File: config.mk
export PLATFORM = sky130hd
export DESIGN_NAME = positional_insert_delete_list_flat
export DESIGN_NICKNAME = d
export VERILOG_FILES = /design/src/rtl/pidl_pkg.sv /design/src/rtl/pidl_ifs.sv /design/src/rtl/pidl_cell.sv /design/src/rtl/positional_insert_delete_list.sv /design/src/flat_wrapper.sv
export SDC_FILE = /design/constraint.sdc
export NUM_CORES = 2
export LEC_CHECK = 0
export BUFFER_PORTS_ARGS = -buffer_cell sky130_fd_sc_hd__buf_2
export CORE_UTILIZATION = 50
export DETAILED_ROUTE_END_ITERATION = 8
export GPL_ROUTABILITY_DRIVEN = 0
export PLACE_DENSITY = 0.71
export SLEW_MARGIN = 20
export SYNTH_ARGS = -nofsm -noshare
export SYNTH_HDL_FRONTEND = slang
export SYNTH_SLANG_ARGS = --single-unit
File: constraint.sdc
create_clock -name clk -period 5.7 [get_ports clk]
set_input_delay 0.855 -clock clk [delete_from_list [all_inputs] [get_ports clk]]
set_output_delay 0.855 -clock clk [all_outputs]
set_load 0.02 [all_outputs]
File: src/rtl/pidl_pkg.sv
// pidl_pkg: shared constants and codes of the positional insert/delete list.
// Used by the channel interfaces, the storage cell and the top level.
// No dependencies.
package pidl_pkg;

	// Default sizes
	localparam int DEPTH_DEF      = 16;
	localparam int DATA_WIDTH_DEF = 32;
	localparam int POS_W_DEF      = $clog2(DEPTH_DEF + 1);

	// Field widths fixed by the item format
	localparam int OP_W   = 3;
	localparam int STAT_W = 2;

	// Operation codes
	localparam logic [OP_W-1:0] OP_INS_FRONT = 3'd0;
	localparam logic [OP_W-1:0] OP_INS_BACK  = 3'd1;
	localparam logic [OP_W-1:0] OP_INS_AT    = 3'd2;
	localparam logic [OP_W-1:0] OP_DEL_FRONT = 3'd3;
	localparam logic [OP_W-1:0] OP_DEL_BACK  = 3'd4;
	localparam logic [OP_W-1:0] OP_DEL_AT    = 3'd5;
	localparam logic [OP_W-1:0] OP_READOUT   = 3'd6;

	// Status codes
	localparam logic [STAT_W-1:0] STAT_OK     = 2'd0;
	localparam logic [STAT_W-1:0] STAT_BADPOS = 2'd1;
	localparam logic [STAT_W-1:0] STAT_FULL   = 2'd2;
	localparam logic [STAT_W-1:0] STAT_EMPTY  = 2'd3;

	// Commands broadcast to the cell chain
	typedef logic [1:0] cell_op_t;
	localparam cell_op_t CELL_HOLD = 2'd0;
	localparam cell_op_t CELL_INS  = 2'd1;
	localparam cell_op_t CELL_DEL  = 2'd2;
	localparam cell_op_t CELL_ROT  = 2'd3;

endpackage

File: src/rtl/pidl_ifs.sv
// pidl_req_if / pidl_rsp_if: valid/ready channels of the list block.
// Depends on pidl_pkg for field widths and default sizes.

interface pidl_req_if #(
	parameter int DATA_WIDTH = pidl_pkg::DATA_WIDTH_DEF,
	parameter int POS_W      = pidl_pkg::POS_W_DEF
);
	import pidl_pkg::*;

	logic                         valid;
	logic                         ready;
	logic        [OP_W-1:0]       op;
	logic signed [DATA_WIDTH-1:0] value;
	logic        [POS_W-1:0]      position;

	modport source (output valid, op, value, position, input ready);
	modport sink   (input valid, op, value, position, output ready);
endinterface

interface pidl_rsp_if #(
	parameter int DATA_WIDTH = pidl_pkg::DATA_WIDTH_DEF,
	parameter int POS_W      = pidl_pkg::POS_W_DEF
);
	import pidl_pkg::*;

	logic                         valid;
	logic                         ready;
	logic signed [DATA_WIDTH-1:0] element;
	logic                         element_valid;
	logic        [POS_W-1:0]      count;
	logic        [STAT_W-1:0]     status;
	logic                         last;

	modport source (output valid, element, element_valid, count, status, last, input ready);
	modport sink   (input valid, element, element_valid, count, status, last, output ready);
endinterface

File: src/rtl/pidl_cell.sv
// pidl_cell: one list entry of the shifting chain.
// Takes its neighbors' data and a broadcast command; depends on pidl_pkg.
module pidl_cell #(
	parameter int DATA_WIDTH = pidl_pkg::DATA_WIDTH_DEF,
	parameter int IDX_W      = 4,
	parameter int INDEX      = 0
) (
	input  logic                         clk,
	input  pidl_pkg::cell_op_t           cmd,
	input  logic        [IDX_W-1:0]      idx,
	input  logic        [IDX_W-1:0]      last_idx,
	input  logic signed [DATA_WIDTH-1:0] ins_value,
	input  logic signed [DATA_WIDTH-1:0] from_left,
	input  logic signed [DATA_WIDTH-1:0] from_right,
	input  logic signed [DATA_WIDTH-1:0] from_head,
	output logic signed [DATA_WIDTH-1:0] data
);
	import pidl_pkg::*;

	localparam logic [IDX_W-1:0] MY_IDX = IDX_W'(INDEX);

	logic signed [DATA_WIDTH-1:0] data_q;

	// Shift in, shift out or rotate toward the head; hold otherwise
	always_ff @(posedge clk) begin
		unique case (cmd)
			CELL_INS: begin
				if (MY_IDX == idx) begin
					data_q <= ins_value;
				end else if (MY_IDX > idx) begin
					data_q <= from_left;
				end
			end
			CELL_DEL: begin
				if (MY_IDX >= idx) begin
					data_q <= from_right;
				end
			end
			CELL_ROT: begin
				if (MY_IDX == last_idx) begin
					data_q <= from_head;
				end else if (MY_IDX < last_idx) begin
					data_q <= from_right;
				end
			end
			default: begin
				data_q <= data_q;
			end
		endcase
	end

	assign data = data_q;

endmodule

File: src/rtl/positional_insert_delete_list.sv
// positional_insert_delete_list: bounded ordered list kept in a chain of cells.
// Depends on pidl_pkg, pidl_req_if / pidl_rsp_if and pidl_cell.
//
//   channel  dir  handshake      payload
//   req      in   valid/ready    op, value, position
//   rsp      out  valid/ready    element, element_valid, count, status, last
//
// A successful insert or delete shifts the chain by one place from the position
// on, and its single result is registered the same cycle.
// A readout of n entries first takes the item, then the first n cells rotate
// toward cell 0, one entry leaves per cycle while rsp can take it, and after
// n steps the list is back in order. No item is taken during a readout.
// A result left untaken on rsp holds req low and holds the chain.
// Reset clears the count and control; the cell contents need no reset.
module positional_insert_delete_list #(
	parameter int DEPTH      = pidl_pkg::DEPTH_DEF,
	parameter int DATA_WIDTH = pidl_pkg::DATA_WIDTH_DEF
) (
	input logic         clk,
	input logic         arst_n,
	pidl_req_if.sink    req,
	pidl_rsp_if.source  rsp
);
	import pidl_pkg::*;

	localparam int CW = $clog2(DEPTH + 1);
	localparam int IW = $clog2(DEPTH);

	localparam logic S_IDLE = 1'b0;
	localparam logic S_READ = 1'b1;

	localparam logic [CW-1:0] FULL_CNT = CW'(DEPTH);

	logic                         state_q;
	logic [CW-1:0]                len_q;
	logic [IW-1:0]                rd_idx_q;

	logic                         rsp_valid_q;
	logic signed [DATA_WIDTH-1:0] rsp_element_q;
	logic                         rsp_elem_valid_q;
	logic [CW-1:0]                rsp_count_q;
	logic [STAT_W-1:0]            rsp_status_q;
	logic                         rsp_last_q;

	logic                         out_free;
	logic                         acc;
	logic                         rd_step;
	logic                         rd_last;
	logic [IW-1:0]                last_idx;

	logic [CW-1:0]                dec_len;
	logic [STAT_W-1:0]            dec_st;
	cell_op_t                     dec_op;
	logic [IW-1:0]                dec_idx;
	logic                         dec_read;

	cell_op_t                     chain_op;
	logic signed [DATA_WIDTH-1:0] cell_data [DEPTH];

	assign out_free  = !rsp_valid_q || rsp.ready;
	assign req.ready = (state_q == S_IDLE) && out_free;
	assign acc       = req.valid && req.ready;
	assign rd_step   = (state_q == S_READ) && out_free;
	assign last_idx  = IW'(len_q - 1'b1);
	assign rd_last   = (rd_idx_q == last_idx);

	// Decode the incoming op against the current count
	always_comb begin
		logic [CW:0] pos_ext;
		logic [CW:0] len_ext;
		pos_ext  = {1'b0, req.position};
		len_ext  = {1'b0, len_q};
		dec_len  = len_q;
		dec_st   = STAT_OK;
		dec_op   = CELL_HOLD;
		dec_idx  = '0;
		dec_read = 1'b0;
		unique case (req.op) inside
			OP_INS_FRONT, OP_INS_BACK, OP_INS_AT: begin
				if (len_q == FULL_CNT) begin
					dec_st = STAT_FULL;
				end else if (req.op == OP_INS_FRONT) begin
					dec_op  = CELL_INS;
					dec_len = len_q + 1'b1;
				end else if (req.op == OP_INS_BACK) begin
					dec_op  = CELL_INS;
					dec_idx = IW'(len_q);
					dec_len = len_q + 1'b1;
				end else if (pos_ext == '0 || pos_ext > len_ext + 1'b1) begin
					dec_st = STAT_BADPOS;
				end else begin
					dec_op  = CELL_INS;
					dec_idx = IW'(req.position - 1'b1);
					dec_len = len_q + 1'b1;
				end
			end
			OP_DEL_FRONT, OP_DEL_BACK, OP_DEL_AT: begin
				if (len_q == '0) begin
					dec_st = STAT_EMPTY;
				end else if (req.op == OP_DEL_FRONT) begin
					dec_op  = CELL_DEL;
					dec_len = len_q - 1'b1;
				end else if (req.op == OP_DEL_BACK) begin
					dec_op  = CELL_DEL;
					dec_idx = last_idx;
					dec_len = len_q - 1'b1;
				end else if (pos_ext == '0 || pos_ext > len_ext) begin
					dec_st = STAT_BADPOS;
				end else begin
					dec_op  = CELL_DEL;
					dec_idx = IW'(req.position - 1'b1);
					dec_len = len_q - 1'b1;
				end
			end
			OP_READOUT: begin
				if (len_q == '0) begin
					dec_st = STAT_EMPTY;
				end else begin
					dec_read = 1'b1;
				end
			end
			default: begin
				dec_st = STAT_OK;
			end
		endcase
	end

	// Command for the chain: update on a transfer, rotate on a readout step
	always_comb begin
		if (acc) begin
			chain_op = dec_op;
		end else if (rd_step) begin
			chain_op = CELL_ROT;
		end else begin
			chain_op = CELL_HOLD;
		end
	end

	// Cell chain
	for (genvar g = 0; g < DEPTH; g++) begin : g_cell
		pidl_cell #(
			.DATA_WIDTH (DATA_WIDTH),
			.IDX_W      (IW),
			.INDEX      (g)
		) u_cell (
			.clk        (clk),
			.cmd        (chain_op),
			.idx        (dec_idx),
			.last_idx   (last_idx),
			.ins_value  (req.value),
			.from_left  (cell_data[(g == 0) ? 0 : g - 1]),
			.from_right (cell_data[(g == DEPTH - 1) ? g : g + 1]),
			.from_head  (cell_data[0]),
			.data       (cell_data[g])
		);
	end

	// Count and readout sequencer
	always_ff @(posedge clk or negedge arst_n) begin
		if (!arst_n) begin
			state_q  <= S_IDLE;
			len_q    <= '0;
			rd_idx_q <= '0;
		end else begin
			unique case (state_q)
				S_IDLE: begin
					if (acc) begin
						len_q    <= dec_len;
						rd_idx_q <= '0;
						if (dec_read) begin
							state_q <= S_READ;
						end
					end
				end
				S_READ: begin
					if (rd_step) begin
						rd_idx_q <= rd_idx_q + 1'b1;
						if (rd_last) begin
							state_q <= S_IDLE;
						end
					end
				end
				default: begin
					state_q <= S_IDLE;
				end
			endcase
		end
	end

	// Output register: valid
	always_ff @(posedge clk or negedge arst_n) begin
		if (!arst_n) begin
			rsp_valid_q <= 1'b0;
		end else if ((acc && !dec_read) || rd_step) begin
			rsp_valid_q <= 1'b1;
		end else if (rsp.ready) begin
			rsp_valid_q <= 1'b0;
		end
	end

	// Output register: payload
	always_ff @(posedge clk) begin
		if (acc && !dec_read) begin
			rsp_element_q    <= '0;
			rsp_elem_valid_q <= 1'b0;
			rsp_count_q      <= dec_len;
			rsp_status_q     <= dec_st;
			rsp_last_q       <= 1'b1;
		end else if (rd_step) begin
			rsp_element_q    <= cell_data[0];
			rsp_elem_valid_q <= 1'b1;
			rsp_count_q      <= len_q;
			rsp_status_q     <= STAT_OK;
			rsp_last_q       <= rd_last;
		end
	end

	assign rsp.valid         = rsp_valid_q;
	assign rsp.element       = rsp_element_q;
	assign rsp.element_valid = rsp_elem_valid_q;
	assign rsp.count         = rsp_count_q;
	assign rsp.status        = rsp_status_q;
	assign rsp.last          = rsp_last_q;

	// Checks
	a_len_bound: assert property (@(posedge clk) disable iff (!arst_n)
		len_q <= FULL_CNT)
		else $error("list count exceeds depth");

	a_update_one_result: assert property (@(posedge clk) disable iff (!arst_n)
		(acc && req.op != OP_READOUT) |=> (rsp_valid_q && rsp_last_q))
		else $error("update did not produce a single final result");

	a_read_in_range: assert property (@(posedge clk) disable iff (!arst_n)
		(state_q == S_READ) |-> ({1'b0, rd_idx_q} < {1'b0, len_q}))
		else $error("readout index beyond list end");

	a_empty_result_last: assert property (@(posedge clk) disable iff (!arst_n)
		(rsp_valid_q && !rsp_elem_valid_q) |-> rsp_last_q)
		else $error("result without element is not final");

endmodule
File: src/flat_wrapper.sv
// flat-port wrapper written by rule: the top's interface ports become plain ports
module positional_insert_delete_list_flat import pidl_pkg::*;
#(
	parameter int DEPTH      = pidl_pkg::DEPTH_DEF,
	parameter int DATA_WIDTH = pidl_pkg::DATA_WIDTH_DEF
)
  (clk, arst_n, req_valid, req_op, req_value, req_position, req_ready, rsp_valid, rsp_element, rsp_element_valid, rsp_count, rsp_status, rsp_last, rsp_ready);
  pidl_req_if #(.DATA_WIDTH(DATA_WIDTH)) req_i ();
  pidl_rsp_if #(.DATA_WIDTH(DATA_WIDTH)) rsp_i ();
  input logic clk;
  input logic arst_n;
  input wire logic [$bits(req_i.valid)-1:0] req_valid;
  input wire logic [$bits(req_i.op)-1:0] req_op;
  input wire logic [$bits(req_i.value)-1:0] req_value;
  input wire logic [$bits(req_i.position)-1:0] req_position;
  output wire logic [$bits(req_i.ready)-1:0] req_ready;
  output wire logic [$bits(rsp_i.valid)-1:0] rsp_valid;
  output wire logic [$bits(rsp_i.element)-1:0] rsp_element;
  output wire logic [$bits(rsp_i.element_valid)-1:0] rsp_element_valid;
  output wire logic [$bits(rsp_i.count)-1:0] rsp_count;
  output wire logic [$bits(rsp_i.status)-1:0] rsp_status;
  output wire logic [$bits(rsp_i.last)-1:0] rsp_last;
  input wire logic [$bits(rsp_i.ready)-1:0] rsp_ready;
  assign req_i.valid = req_valid;
  assign req_i.op = req_op;
  assign req_i.value = req_value;
  assign req_i.position = req_position;
  assign req_ready = req_i.ready;
  assign rsp_valid = rsp_i.valid;
  assign rsp_element = rsp_i.element;
  assign rsp_element_valid = rsp_i.element_valid;
  assign rsp_count = rsp_i.count;
  assign rsp_status = rsp_i.status;
  assign rsp_last = rsp_i.last;
  assign rsp_i.ready = rsp_ready;
  positional_insert_delete_list #(.DEPTH(DEPTH), .DATA_WIDTH(DATA_WIDTH)) u_core (.clk(clk), .arst_n(arst_n), .req(req_i), .rsp(rsp_i));
endmodule
* Yosys cells after proc, flatten, opt, wreduce, memory -nomap -nowiden *
Index checks and enable logic that the tools add are counted.

storage, ports and cells
  flip-flop bits (word level) = 564
  input bits = 44
  output and inout port bits = 43
  logic and storage cells = 356

cells by class
  add/sub/neg operators = 5
  $lt $le $gt $ge = 47
  equal/unequal tests = 91
  mux-type cells = 148
  bitwise gates (word level) = 1
  reduce and logical (&&, ||, !) cells = 39

operator list
  kind                                                           count
  two-way mux 32 bit                                             77
  one-hot mux 32 bit (3 select lines)                            15
  != test 3 bit (second input constant)                          29
  equality test 4 bit (first input constant)                     16
  one-hot mux 32 bit (2 select lines)                            1
  AND reduction 4 bit                                            14
  two-way mux 5 bit                                              10
  two-way mux 4 bit                                              10
  != test 2 bit (second input constant)                          20
  equality test 3 x 4 -> 1 bit (first input constant)            8
  greater-than comparator 4 bit (first input constant)           8
  two-way mux 2 bit                                              16
  >= comparator 4 bit (first input constant)                     7
  less-than comparator 4 bit (first input constant)              7
  equality test 2 x 4 -> 1 bit (first input constant)            4
  >= comparator 3 x 4 -> 1 bit (first input constant)            4
  greater-than comparator 3 x 4 -> 1 bit (first input constant)  4
  less-than comparator 3 x 4 -> 1 bit (first input constant)     4
  one-hot mux 4 bit (2 select lines)                             2
  two-way mux 1 bit                                              13
  logical NOT 5 bit                                              2
  one-hot mux 5 bit (2 select lines)                             1
  equality test 3 bit (second input constant)                    3
  equality test 1 x 4 -> 1 bit (first input constant)            2
  35 further kinds                                               54

* Depth between registers and ports, before layout *
  depth in word-level cells = 12
  mapped depth = 17
  mapped depth without buffers = 12

* Hierarchy *
A second synthesis with hierarchy kept.

second synthesis, totals
  cells, all modules = 3674
  area, all modules = 40839.2 um2

modules (own cells, without submodules)
  module                                instances  cells each  area an instance (um2)
  positional_insert_delete_list         1          353         2970.3
  pidl_cell (u_core.g_cell[10].u_cell)  1          225         2681.3
  pidl_cell (u_core.g_cell[6].u_cell)   1          224         2668.8
  pidl_cell (u_core.g_cell[12].u_cell)  1          223         2665.1
  pidl_cell (u_core.g_cell[7].u_cell)   1          223         2529.9
  pidl_cell (u_core.g_cell[11].u_cell)  1          225         2513.7
  pidl_cell (u_core.g_cell[4].u_cell)   1          225         2423.6
  pidl_cell (u_core.g_cell[0].u_cell)   1          219         2333.5
  pidl_cell (u_core.g_cell[2].u_cell)   1          197         2322.2
  pidl_cell (u_core.g_cell[3].u_cell)   1          225         2307.2
  pidl_cell (u_core.g_cell[8].u_cell)   1          224         2260.9
  pidl_cell (u_core.g_cell[1].u_cell)   1          189         2240.9
  pidl_cell (u_core.g_cell[13].u_cell)  1          190         2239.6
  pidl_cell (u_core.g_cell[14].u_cell)  1          191         2230.9
  3 more rows                           -          -           -

* Worst setup path before layout *
No wires, ideal clock.

  path kind = flip-flop to flip-flop
  from = register u_core.len_q[0]
  to = register u_core.g_cell[2].u_cell.data_q[0] (enable)
  library setup time = 0.472 ns
  data arrival time = 5.565 ns
  data required time = 5.228 ns
  setup slack = -0.337 ns
  cell stages (with the launch flop) = 16
  buffers on the path = 4
  clock period less this slack = 6.037 ns
  cells stage by stage = dfrtp_1 > buf_2 > inv_1 > ha_1 > clkbuf_1 > inv_1 > ha_1 > nor2b_1 > o21bai_1 > a31oi_1 > o22ai_1 > nor2_4 > buf_4 > buf_2 > nand2_1 > o32ai_1

between the ends
  longest elaborated chain between the ends = 12

ends and longest elaborated chain
  item                                                           line                                  RTL
  from (decl)                                                    positional_insert_delete_list.sv:35   logic [CW-1:0] len_q;
  from (signal assigned)                                         positional_insert_delete_list.sv:168  len_q <= dec_len;
  branches (longest 11 deep; another with adder 5 x 1 -> 6 bit)  -
  AND reduction 4 bit (no source line) (*)                       -
  to (signal assigned)                                           pidl_cell.sv:29                       data_q <= ins_value;
  to (signal assigned)                                           pidl_cell.sv:31                       data_q <= from_left;
  to (signal assigned)                                           pidl_cell.sv:36                       data_q <= from_right;
  to (decl)                                                      pidl_cell.sv:22                       logic signed [DATA_WIDTH-1:0] data_q;

Mark *: on every way between the ends.
A chain may end at the register's enable or synchronous reset.

* Worst setup path after layout *
  from = register u_core.len_q[0]
  to = register u_core.g_cell[5].u_cell.data_q[13], data pin

between the ends
  longest elaborated chain between the ends = 11

ends and longest elaborated chain
  item                                                                                      line                                                   RTL
  adder 5 x 1 -> 6 bit                                                                      positional_insert_delete_list.sv:89                    end else if (pos_ext == '0 || pos_ext > len_ext + 1'b1) begin
  greater-than comparator 5 x 6 -> 1 bit                                                    positional_insert_delete_list.sv:89
  logical OR 1 bit                                                                          positional_insert_delete_list.sv:89
  two-way mux 4 bit or two-way mux 1 bit (tied branches)                                    positional_insert_delete_list.sv:89
  two-way mux 4 bit or two-way mux 1 bit (tied branches)                                    positional_insert_delete_list.sv:85                    end else if (req.op == OP_INS_BACK) begin
  two-way mux 4 bit or two-way mux 2 bit (tied branches)                                    positional_insert_delete_list.sv:82                    end else if (req.op == OP_INS_FRONT) begin
  two-way mux 4 bit or two-way mux 2 bit (tied branches)                                    positional_insert_delete_list.sv:80                    if (len_q == FULL_CNT) begin
  one-hot mux 4 bit (2 select lines) or one-hot mux 2 bit (2 select lines) (tied branches)  positional_insert_delete_list.sv:78                    unique case (req.op) inside
  equality test 3 x 4 -> 1 bit or two-way mux 2 bit (tied branches)                         pidl_cell.sv:28, positional_insert_delete_list.sv:130
  two-way mux 32 bit (tied with other cells)                                                pidl_cell.sv:28                                        if (MY_IDX == idx) begin
  one-hot mux 32 bit (3 select lines) (*)                                                   pidl_cell.sv:26                                        unique case (cmd)
  to (signal assigned)                                                                      pidl_cell.sv:29
  to (signal assigned)                                                                      pidl_cell.sv:31
  to (signal assigned)                                                                      pidl_cell.sv:36
  to (decl)                                                                                 pidl_cell.sv:22

Mark *: on every way between the ends. The rest lies on a longest branch, timed or not.

==> reports/metrics.cfg <==
[cts]
cts_tree=done
cts_resized=0
hold_buffers=0
cts_made_buffers=59
clkTransAtPathRegs_ns=0.06
cts-root-buf=clkbuf_16
h-tree-depth=2
post-cts-setup-buffer-count=0
clock_latency_ns=0.67
numClockSinks=564
clock_path_buffers=3

[critical_path]
critical-path-max-stage-delay_ns=0.99
ff2ff_path_depth=14
crit_chain=buf_4 -> ha_1 -> nand3_1 -> xnor2_1 -> ha_1 -> nand3_1 -> o21bai_1 -> a31oi_1 -> o22ai_1 -> nor2_4 -> or4_2 -> buf_4 -> nand3_1 -> o211ai_1
end_kind=register
cpMostUsedCell=nand3_1
arrival_ns=5.61
timing.critical_path.buf_inv=2
crit_slowest_cell=or4_2
cp-start-kind=register
cp_max_fo=44
r2r_end=u_core.g_cell[5].u_cell.data[13]
path_class=reg2reg
crit_family=simple AND/OR/NAND/NOR gates
r2r_setup_slack_ns=0.56
rr_startpoint=u_core.len_q[0]
required_ns=6.17

[timing]
fin_crit_ns=5.14
maxSlewViolCount=0
worst_slack_ns=0.562
worstMarginPinSlew_ns=1.20
fin_setup_tns_ns=0
fin_skew_ns=0.0341
fmax_ghz=0.195
slew-limit-headroom_pct=19.8
setup_violations=0
finalHoldViolations=0
rsz0062_at_grt=false
fin_crit_sh_pct=90.1

[final_layout]
final_cell_mix=edfxtp_1 (519), nand2_1 (306), o21ai_0 (228)
final_cells=3571
n_antenna_cell=0
area_growth_pct=10.1
fill_cells=5043
nets=2799
final_common_cell=edfxtp_1
drive_above_1_share_pct=11.5

[placed_design]
io_buffers=86
place_ws_ns=0.780
dp_hpwl_mm=63.6
placed_cells_incl_taps=3458

[logic_synthesis]
syn_area_per_cell_um2=10.8
synthDominantCellAreaShare_pct=51.0
synthXorXnorAreaFrac_pct=0.488
synth_ff_type=edfxtp_1
async_flop_share_pct=1.95
synth_top_family_by_area=compound AO/OA/AOI/OAI gates
synth_largest_area_cell=edfxtp_1
synthAdderAreaFrac_pct=0.696
netlist_area_um2=30500
synthSimpleGateAreaFrac_pct=8.91
synth_cell_types=65
synth_edf_count=519
synth_warnings=0
synth_area_leaders=edfxtp_1 (51%), mux2i_1 (5.6%), a22oi_1 (5.4%), nand2_1 (3.9%), a31oi_1 (3.8%)
ys_seq_area_share_pct=54.2
synth-seq-cells=564
synthesis.nets=2894
synth-compound-area-share_pct=25.6
netlist_instances=2833
muxShareOfSynthArea_pct=5.57

[floorplanning]
initial_core_util_pct=50.6
die_h_um=249
fp.dieW_um=249
core_um2=60400
fp.dieArea_um2=62100
rows=90
io_pins=87

[run]
drv_cap=0

[grt]
grt_pass1_wl_mm=163
gr-total-overflow=0
antenna_found_initial=1
grt_pass1_vias=25900
grt_usage_pct=34.1
grt_max_degree=158

[drt]
drt_iter0_markers=4510
wl_per_cell_um=30.4
num_vias=26800
vias_per_cell=7.49
first_pass_iters=9
ant_nets=0
drcViolationCount=0
routed_wl_mm=108

[power_and_ir_drop]
ir_drop_v=0.000530
cellLeakagePower_nw=10.9
power_per_cell_area_nw_per_um2=679

[hold_path]
min_path_type=in2async

[run_status]
status=complete, no violations

Yosys cell counts, types with 3 or more instances:
library cell  instances
buf_4                18
nor4_4                4
inv_1                 6
a21o_1                4
nand2_1             314
and2_1                7
xnor2_1              14
clkbuf_1            248
or4_1                 6
and3_1                7
nor2_1               34
nand3_1             114
a221oi_1             72
edfxtp_1            519
a22o_1              124
nor3_1               21
nor2b_1              39
buf_2                30
or2_2                 3
dfxtp_1              34
o211ai_1             96
buf_1                22
a22oi_1             221
o21ai_0             233
a21oi_1              68
buf_6                 7
a31oi_1             187
a221o_1              32
nand2b_1              4
o22ai_1              13
xor2_1                3
mux2i_1             170
nor4_1                4
nand4_1               7
dfrtp_1              11
ha_1                 17
o21ai_1              85
per-stage QoR:
step | cell area [µm²] | util [%] | hold slack (ns) | power (mW)
2_1_floorplan | 30600 | - | 0.482 | 15.0
3_3_place_gp | 31700 | 52.5 | 0.441 | 18.2
3_5_place_dp | 31700 | 52.6 | 0.444 | 18.6
4_1_cts | 33600 | 55.7 | 0.0631 | 22.4
5_1_grt | 33600 | 55.7 | 0.0876 | 23.7
6_report | 33600 | 55.7 | 0.0704 | 22.8
flip-flops by register name (all words and copies together) (netlist names):
signal / cells
u_core.rsp.status: 2
u_core.rsp.last: 1
u_core.state_q: 1
u_core.g_cell.u_cell.data: 512
u_core.rsp.element_valid: 1
u_core.len_q: 5
u_core.rsp.count: 5
u_core.rsp.valid: 1
u_core.rd_idx_q: 4
u_core.rsp.element: 32
per-layer routing:
metal / vias to the layer above / global-route usage (%) / share of wire [%]
li1: 11100 / - / -
met1: 13000 / 46.2 / 37
met2: 2299 / 52.8 / 45
met3: 393 / 7.57 / 14
met4: 2 / 15.1 / 4.5
met5: - / 0 / 0.010
cells by family after synthesis:
kind of cell,Yosys count
AOI/OAI and AO/OA,1153
xor gates and xnor gates,17
adders and majority gates,17
buffers and inverters,334
DFF,564
muxes,170
and+or+nand+nor,578
worst max path at each step:
stage	startpoint	to	slack [ns]	cells past startpoint
final	u_core.len_q[0]	u_core.g_cell[5].u_cell.data[13]	0.56	14
after global routing	u_core.len_q[0]	u_core.g_cell[5].u_cell.data[13]	0.41	14
after CTS	u_core.len_q[0]	u_core.g_cell[5].u_cell.data[14]	0.74	14
after detailed placement	u_core.len_q[0]	u_core.g_cell[5].u_cell.data[14]	0.78	14
after global placement	u_core.len_q[0]	u_core.g_cell[12].u_cell.data[12]	0.88	14
after floorplan	u_core.len_q[0]	u_core.g_cell[5].u_cell.data[0]	0.60	14
layout make-up:
class	instances	area (µm²)	area share, %
flip-flops and latches	564	16500	49.2
well taps	782	978	2.91
clock inverters	32	300	0.893
repair buffers	169	1190	3.55
multi-input cells	1935	13000	38.7
clock buffers	80	1580	4.68
inverters	9	33.8	0.100
report_power, final:
group / internal, mW / total [mW] / switching [mW] / leakage (nW)
clock: 2.12 / 3.84 / 1.72 / 0.908
sequential: 7.66 / 9.16 / 1.50 / 5.25
combinational: 3.22 / 9.82 / 6.60 / 4.70
total: 13.0 / 22.8 / 9.82 / 10.9
(Power assumes the default switching activity.)
